**src/sv/rovt_pkg.sv**
```systemverilog
`default_nettype none

package rovt_pkg;

    localparam int COORD_WIDTH_DEFAULT = 16;

    typedef enum logic [1:0] {
        ORI_ZERO,
        ORI_POS,
        ORI_NEG
    } t_orient;

    // True when the product of the two orientations is zero or negative.
    function automatic logic ori_straddle(input t_orient a, input t_orient b);
        return !(((a == ORI_POS) && (b == ORI_POS)) || ((a == ORI_NEG) && (b == ORI_NEG)));
    endfunction

endpackage

`default_nettype wire

```
**src/sv/rectangle_overlap_test_core.sv**
```systemverilog
`default_nettype none

// Throughput: one rectangle pair per cycle while the output is not stalled, set by four register
// stages (input, coordinate differences, orientations, result) joined by a ready chain; the result
// is offered on o_valid from the result stage. A stalled output holds each full stage that has no
// empty stage downstream of it, and the pipeline keeps accepting while any stage is empty.
// Reset clears only the stage valid bits; data registers keep whatever they hold.
module rectangle_overlap_test_core #(
    parameter int COORD_WIDTH = rovt_pkg::COORD_WIDTH_DEFAULT
) (
    input  wire                          i_clk,
    input  wire                          i_rst_n,
    input  wire                          i_valid,
    output logic                         o_ready,
    input  wire signed [COORD_WIDTH-1:0] i_a_left,
    input  wire signed [COORD_WIDTH-1:0] i_a_top,
    input  wire signed [COORD_WIDTH-1:0] i_a_right,
    input  wire signed [COORD_WIDTH-1:0] i_a_bottom,
    input  wire signed [COORD_WIDTH-1:0] i_b_left,
    input  wire signed [COORD_WIDTH-1:0] i_b_top,
    input  wire signed [COORD_WIDTH-1:0] i_b_right,
    input  wire signed [COORD_WIDTH-1:0] i_b_bottom,
    output logic                         o_valid,
    input  wire                          i_ready,
    output logic                         o_overlaps
);
    import rovt_pkg::*;

    localparam int W = COORD_WIDTH;

    function automatic logic in_span(input logic signed [W-1:0] v,
                                     input logic signed [W-1:0] a,
                                     input logic signed [W-1:0] b);
        return (a <= b) ? ((v >= a) && (v <= b)) : ((v >= b) && (v <= a));
    endfunction

    function automatic logic [W-1:0] mag(input logic [W-1:0] v);
        return v[W-1] ? (~v + {{(W-1){1'b0}}, 1'b1}) : v;
    endfunction

    // Orientation against an axis-aligned edge. u is the edge's only nonzero-capable
    // component, v2 the corner offset along the edge's axis, w2 across it.
    function automatic t_orient orient_axis(input logic [W-1:0] u,
                                            input logic [W-1:0] v2,
                                            input logic [W-1:0] w2,
                                            input logic vert);
        logic    u_nz;
        logic    v_nz;
        logic    w_nz;
        t_orient res;
        u_nz = (u != '0);
        v_nz = (v2 != '0);
        w_nz = (w2 != '0);
        if (u_nz && w_nz) begin
            res = ((u[W-1] == w2[W-1]) ^ vert) ? ORI_POS : ORI_NEG;
        end else if (u_nz && v_nz && (u[W-1] != v2[W-1])) begin
            res = ORI_NEG;
        end else if (!u_nz) begin
            res = (v_nz || w_nz) ? ORI_POS : ORI_ZERO;
        end else begin
            res = (mag(u) < mag(v2)) ? ORI_POS : ORI_ZERO;
        end
        return res;
    endfunction

    logic ld0, ld1, ld2, ld3;
    logic r_v0, r_v1, r_v2, r_v3;

    logic signed [W-1:0] r_rect [2][4];

    logic [W-1:0] n_u  [2][4];
    logic [W-1:0] r_u  [2][4];
    logic [W-1:0] n_dx [2][4][4];
    logic [W-1:0] r_dx [2][4][4];
    logic [W-1:0] n_dy [2][4][4];
    logic [W-1:0] r_dy [2][4][4];
    logic [1:0]   n_cont;
    logic [1:0]   r_cont1;
    logic         r_cont2;

    t_orient n_ori [2][4][4];
    t_orient r_ori [2][4][4];

    logic [15:0] meet;
    logic        n_hit;
    logic        r_overlaps;

    assign ld3     = !r_v3 || i_ready;
    assign ld2     = !r_v2 || ld3;
    assign ld1     = !r_v1 || ld2;
    assign ld0     = !r_v0 || ld1;
    assign o_ready = ld0;

    always_ff @(posedge i_clk) begin
        if (!i_rst_n) begin
            r_v0 <= 1'b0;
            r_v1 <= 1'b0;
            r_v2 <= 1'b0;
            r_v3 <= 1'b0;
        end else begin
            if (ld0) begin
                r_v0 <= i_valid;
            end
            if (ld1) begin
                r_v1 <= r_v0;
            end
            if (ld2) begin
                r_v2 <= r_v1;
            end
            if (ld3) begin
                r_v3 <= r_v2;
            end
        end
    end

    always_ff @(posedge i_clk) begin
        if (ld0 && i_valid) begin
            r_rect[0][0] <= i_a_left;
            r_rect[0][1] <= i_a_top;
            r_rect[0][2] <= i_a_right;
            r_rect[0][3] <= i_a_bottom;
            r_rect[1][0] <= i_b_left;
            r_rect[1][1] <= i_b_top;
            r_rect[1][2] <= i_b_right;
            r_rect[1][3] <= i_b_bottom;
        end
        if (ld1 && r_v0) begin
            r_u     <= n_u;
            r_dx    <= n_dx;
            r_dy    <= n_dy;
            r_cont1 <= n_cont;
        end
        if (ld2 && r_v1) begin
            r_ori   <= n_ori;
            r_cont2 <= |r_cont1;
        end
        if (ld3 && r_v2) begin
            r_overlaps <= n_hit;
        end
    end

    // Corner k of a rectangle: 0 is (left, top), 1 (right, top), 2 (right, bottom),
    // 3 (left, bottom). Edge i runs from corner i to the next corner.
    for (genvar p = 0; p < 2; p++) begin : g_rect
        localparam int Q = 1 - p;
        for (genvar i = 0; i < 4; i++) begin : g_edge
            localparam int  I1   = (i + 1) % 4;
            localparam int  CX0  = ((i == 0) || (i == 3)) ? 0 : 2;
            localparam int  CY0  = (i < 2) ? 1 : 3;
            localparam int  CX1  = ((I1 == 0) || (I1 == 3)) ? 0 : 2;
            localparam int  CY1  = (I1 < 2) ? 1 : 3;
            localparam bit  VERT = (i % 2) == 1;

            assign n_u[p][i] = VERT ? (r_rect[p][CY1] - r_rect[p][CY0])
                                    : (r_rect[p][CX1] - r_rect[p][CX0]);

            for (genvar k = 0; k < 4; k++) begin : g_corner
                localparam int KX = ((k == 0) || (k == 3)) ? 0 : 2;
                localparam int KY = (k < 2) ? 1 : 3;

                assign n_dx[p][i][k] = r_rect[Q][KX] - r_rect[p][CX0];
                assign n_dy[p][i][k] = r_rect[Q][KY] - r_rect[p][CY0];

                assign n_ori[p][i][k] = VERT
                    ? orient_axis(r_u[p][i], r_dy[p][i][k], r_dx[p][i][k], 1'b1)
                    : orient_axis(r_u[p][i], r_dx[p][i][k], r_dy[p][i][k], 1'b0);
            end
        end
    end

    assign n_cont[0] = in_span(r_rect[0][0], r_rect[1][0], r_rect[1][2])
                    && in_span(r_rect[0][1], r_rect[1][1], r_rect[1][3]);
    assign n_cont[1] = in_span(r_rect[1][0], r_rect[0][0], r_rect[0][2])
                    && in_span(r_rect[1][1], r_rect[0][1], r_rect[0][3]);

    for (genvar i = 0; i < 4; i++) begin : g_meet_a
        for (genvar j = 0; j < 4; j++) begin : g_meet_b
            localparam int I1 = (i + 1) % 4;
            localparam int J1 = (j + 1) % 4;
            assign meet[i*4 + j] = ori_straddle(r_ori[0][i][j], r_ori[0][i][J1])
                                && ori_straddle(r_ori[1][j][i], r_ori[1][j][I1]);
        end
    end

    assign n_hit      = (|meet) || r_cont2;
    assign o_valid    = r_v3;
    assign o_overlaps = r_overlaps;

    a_idle_ready: assert property (@(posedge i_clk) disable iff (!i_rst_n)
        !o_valid |-> o_ready)
        else $error("Pipeline refused a transfer with the output stage empty.");

    a_full_stall: assert property (@(posedge i_clk) disable iff (!i_rst_n)
        (r_v0 && r_v1 && r_v2 && r_v3 && !i_ready) |-> !o_ready)
        else $error("Pipeline accepted a transfer while every stage was held.");

    a_accept_lands: assert property (@(posedge i_clk) disable iff (!i_rst_n)
        (i_valid && o_ready) |=> r_v0)
        else $error("Accepted input did not reach the first stage.");

    a_cont_carry: assert property (@(posedge i_clk) disable iff (!i_rst_n)
        (r_v1 && (|r_cont1) && ld2) |=> (r_v2 && r_cont2))
        else $error("Containment hit was lost between stages.");

endmodule

`default_nettype wire

```
**config.mk**
```make
export PLATFORM = sky130hd
export DESIGN_NAME = rectangle_overlap_test_core
export DESIGN_NICKNAME = d
export VERILOG_FILES = /design/src/sv/rovt_pkg.sv /design/src/sv/rectangle_overlap_test_core.sv
export SDC_FILE = /design/constraint.sdc
export NUM_CORES = 2
export LEC_CHECK = 0
export ABC_CLOCK_PERIOD_IN_PS = 58900
export BUFFER_PORTS_ARGS = -buffer_cell sky130_fd_sc_hd__buf_2
export CAP_MARGIN = 25
export CORE_MARGIN = 2
export CORE_UTILIZATION = 40
export CTS_CLUSTER_SIZE = 40
export DETAILED_ROUTE_END_ITERATION = 8
export MAX_ROUTING_LAYER = met4
export SYNTH_ARGS = -nofsm -noshare
export SYNTH_HDL_FRONTEND = slang
export SYNTH_SLANG_ARGS = --single-unit
```
**constraint.sdc**
```tcl
create_clock -name i_clk -period 58.9 [get_ports i_clk]
set_clock_uncertainty 0.15 [all_clocks]
set_input_delay 0 -clock i_clk [delete_from_list [all_inputs] [get_ports i_clk]]
set_output_delay 0 -clock i_clk [all_outputs]
set_load 0.05 [all_outputs]
```
==> results by group <==
Synthesis
  – Synth async-reset ratio: 0
  – Post-synth top flop: edfxtp_1
  – Post-Syn Area: 0.0490 mm^2
  – Synth cell count leaders: 620 x ha_1, 568 x edfxtp_1, 370 x xnor2_1
  – Syn Area/Cell: ~9.6 um^2
  – Yosys top cell area share: 0.348
  – Gate Count Post-Synth: a little over 5,000
  – Register bit total from synthesis: 572
  – Top post-synthesis cells by area: edfxtp_1 35%, ha_1 16%, xnor2_1 6.6%
  – Syn nets: 5,890
  – Number of flops mapped to enable cells by yosys: 568
  – Synth cell types: a little over 80
  – Top-count cell post-synth: ha_1
  – Area leader, netlist: edfxtp_1
  – Ys Warns: 0
  – Post-synthesis sequential area ratio: 0.350

Critical path
  – CP max stage delay: around 0.67 ns
  – Critical path class: reg2reg
  – Startpoint types: flip-flop
  – Worst path required time: 59.26 ns
  – RR Endpoint: r_ori[52]
  – Crit path buf inv count: 0
  – Crit path max-delay family: simple AND/OR/NAND/NOR gates
  – Worst Setup End Kind: flip-flop
  – CP Cell Sequence: or4_1 -> or2_2 -> or4_1 -> o31ai_1 -> xnor2_1 -> ha_1 -> a21o_1 -> a21oi_1 -> nor2b_1 -> a2111oi_0 -> o41ai_1 -> a2bb2oi_1 -> a21oi_1
  – Reg2Reg Depth: 13
  – Critical Path AT: 4.75 ns
  – R2R Path Start: r_u[96]
  – Reg2reg setup slack: 54.51 ns
  – CP max FO: 9
  – Crit-path slowest cell: or4_1

Clock tree
  – Root buf cell: clkbuf_16
  – Clock Path Buffers: 3
  – Reg clk slew, reported paths: ~0.060 ns
  – CTS tree: done
  – Clk Latency, worst-skew pair: approximately 0.67 ns
  – CTS H-Tree Depth: 3
  – Setup bufs post-CTS: 0
  – TritonCTS Buffers: 72
  – Clock Sinks: 572

Placed design
  – HPWL Detailed: roughly 140,000 um
  – Port Buffers: around 130
  – Final Wtd Congestion: 1.02

Route
  – # DRC: 0
  – Metal-1 WL: ~80,000 um
  – Vias: ~41,000
  – WL final: 175,000 um
  – Drt first pass iters: 6
  – WL met3: 19,300 um
  – Max layer used: met4
  – Avg WL per Cell: 24.6 um
  – Post-route antenna net violation count: 0
  – Initial DRC count: roughly 4,700
  – Via/cell ratio: 5.81
  – Detail Route met2 WL: approximately 70,000 um

STA
  – RSZ-0062 raised after global routing: no
  – Max Fclk: between 200 and 250 MHz
  – Hold Fails Final Rpt: 0
  – Worst relative slew slack: 0.257
  – Final max-slew violation count: 0
  – Final period utilization: 0.0745
  – Final setup viols: 0
  – Worst slew pin tran: 1.11 ns
  – Min Tclk post-route: about 4.4 ns
  – Sum of negative setup slack: 0 ns
  – Worst hold margin: roughly 0.053 ns

Outcome
  – Outcome: finished, final reports clean

Final layout
  – Share of cells above drive strength 1: 0.0634
  – Filler instances: ~11,000
  – Nets: ~6,200
  – Layout area overhead: 15.3%

Floorplan
  – Initial core utilization: 0.402
  – Die X: 354 um
  – Die Height: between 300 and 400 um
  – FP Rows: 128
  – Die area: ~0.13 mm^2
  – I/O Pins: between 100 and 150
  – Core ar.: 0.122 mm^2

Global route
  – Largest net degree at the start of global routing: approximately 160
  – First-pass GRT wire length: about 250,000 um
  – Total GRT Usage: 0.279
  – Total grt overflow: 0
  – Initial antenna violation count: 8
  – Vias in the first global route: approximately 38,000

Pwr
  – Max IR drop VDD: roughly 0.021 mV
  – P per Cell Area: approximately 29 mW/mm^2
  – Power, Total: 1.61 mW
  – Leak: ~23 nW

Worst hold path
  – Min-delay src: i_valid
  – Hold WC Path Type: in2reg
  – Min-Delay Path Depth: 4
  – Hold EP: r_v0

Job
  – Max Cap Viol: 0
[worst max-delay path by stage]
stage | endpoint | start | cells after the start | slack [ns]
5_1_grt | r_ori[52] | r_u[96] | 13 | 54.17
4_1_cts | r_ori[52] | r_u[96] | 13 | 54.54
3_3_place_gp | r_ori[52] | r_u[96] | 13 | 54.60
6_report | r_ori[52] | r_u[96] | 13 | 54.51
3_5_place_dp | r_ori[52] | r_u[96] | 13 | 54.56
2_1_floorplan | r_cont1[0] | o_valid | 3 | 29.28
[flip-flops by register name, summed over array words and instances (netlist names), 2 cells and up]
register / cells
r_dx: 124
r_dy: 124
r_u: 124
r_cont1: 2
r_ori: 64
r_rect: 128
[power breakdown]
| part | switching, mW | internal [mW] |
|---|---|---|
| clock | 0.193 | 0.287 |
| sequential | 0.0514 | 0.508 |
| combinational | 0.352 | 0.221 |
| total | 0.597 | 1.02 |
[routing by layer]
metal  global-route usage  vias to the layer above
li1                     -                    19300
met4               0.0740                        0
met5                    -                        -
met2                0.385                     1882
met3               0.0709                      210
met1                0.402                    19900
[what timing repair did]
item	CTS	global route
hold buffers	261	0
hold endpoints to repair	143	0
gates resized for setup	0	0
setup endpoints to repair	0	0
[logic make-up (layout without fill, tap and decap cells)]
| family | after synthesis | count (layout) | synth area share |
|---|---|---|---|
| AOI/OAI and AO/OA | 1330 | 1330 | 0.175 |
| xor gates and xnor gates | 645 | 645 | 0.115 |
| adders and majority gates | 656 | 656 | 0.171 |
| buffers and inverters | 497 | 857 | 0.0385 |
| DFF | 572 | 572 | 0.350 |
| muxes | 21 | 21 | 0.00432 |
| other | 0 | 4 | 0 |
| and+or+nand+nor | 1393 | 1393 | 0.146 |
[worst reg2reg max path, delay by kind of cell (launching register included)]
family	cells	cell delay (ns)
AND/OR/NAND/NOR	4	1.58
AO/OA/AOI/OAI	7	1.51
flip-flops	1	0.53
adder cells (fa/ha/maj)	1	0.28
XOR/XNOR	1	0.20
[placed cells by master, fill, tap and decap left out, types with 41 or more instances in the layout]
cell | synthesis | layout
a21o_1 | 165 | 165
a21oi_1 | 328 | 328
buf_2 | 5 | 134
clkbuf_16 | 0 | 73
dlygate4sd3_1 | 0 | 261
edfxtp_1 | 568 | 568
ha_1 | 620 | 620
inv_1 | 292 | 292
nand2_1 | 309 | 309
nand2b_1 | 79 | 79
nand3_1 | 50 | 50
nand4_1 | 49 | 49
nor2_1 | 319 | 319
nor2b_1 | 175 | 174
nor3_1 | 118 | 118
o21a_1 | 41 | 41
o21ai_0 | 329 | 329
o31ai_1 | 99 | 99
o41ai_1 | 52 | 52
or3_1 | 67 | 67
or4_1 | 63 | 63
xnor2_1 | 370 | 370
xor2_1 | 275 | 275
[stage by stage]
step                      utilization  setup slack, ns  instances  area [um^2]
after floorplan                     -            29.28       5114        49000
after global placement          0.421            54.60       6700        51200
final                           0.464            54.51       7103        56500
after CTS                       0.463            54.54       7095        56400
after global routing            0.464            54.17       7101        56500
after detailed placement        0.421            54.56       6703        51200
[cell type report]
cell class | count | area (um^2) | area share
Multi-Input combinational cell | 4045 | 30000 | 0.531
Sequential cell | 572 | 17100 | 0.303
Timing Repair Buffer | 432 | 3670 | 0.0649
Tap cell | 1625 | 2030 | 0.0360
Clock buffer | 82 | 1860 | 0.0329
Inverter | 294 | 1100 | 0.0195
Clock inverter | 49 | 657 | 0.0116
Antenna cell | 4 | 10.0 | 0.000177
No activity file was read; power rests on OpenSTA's default activity.
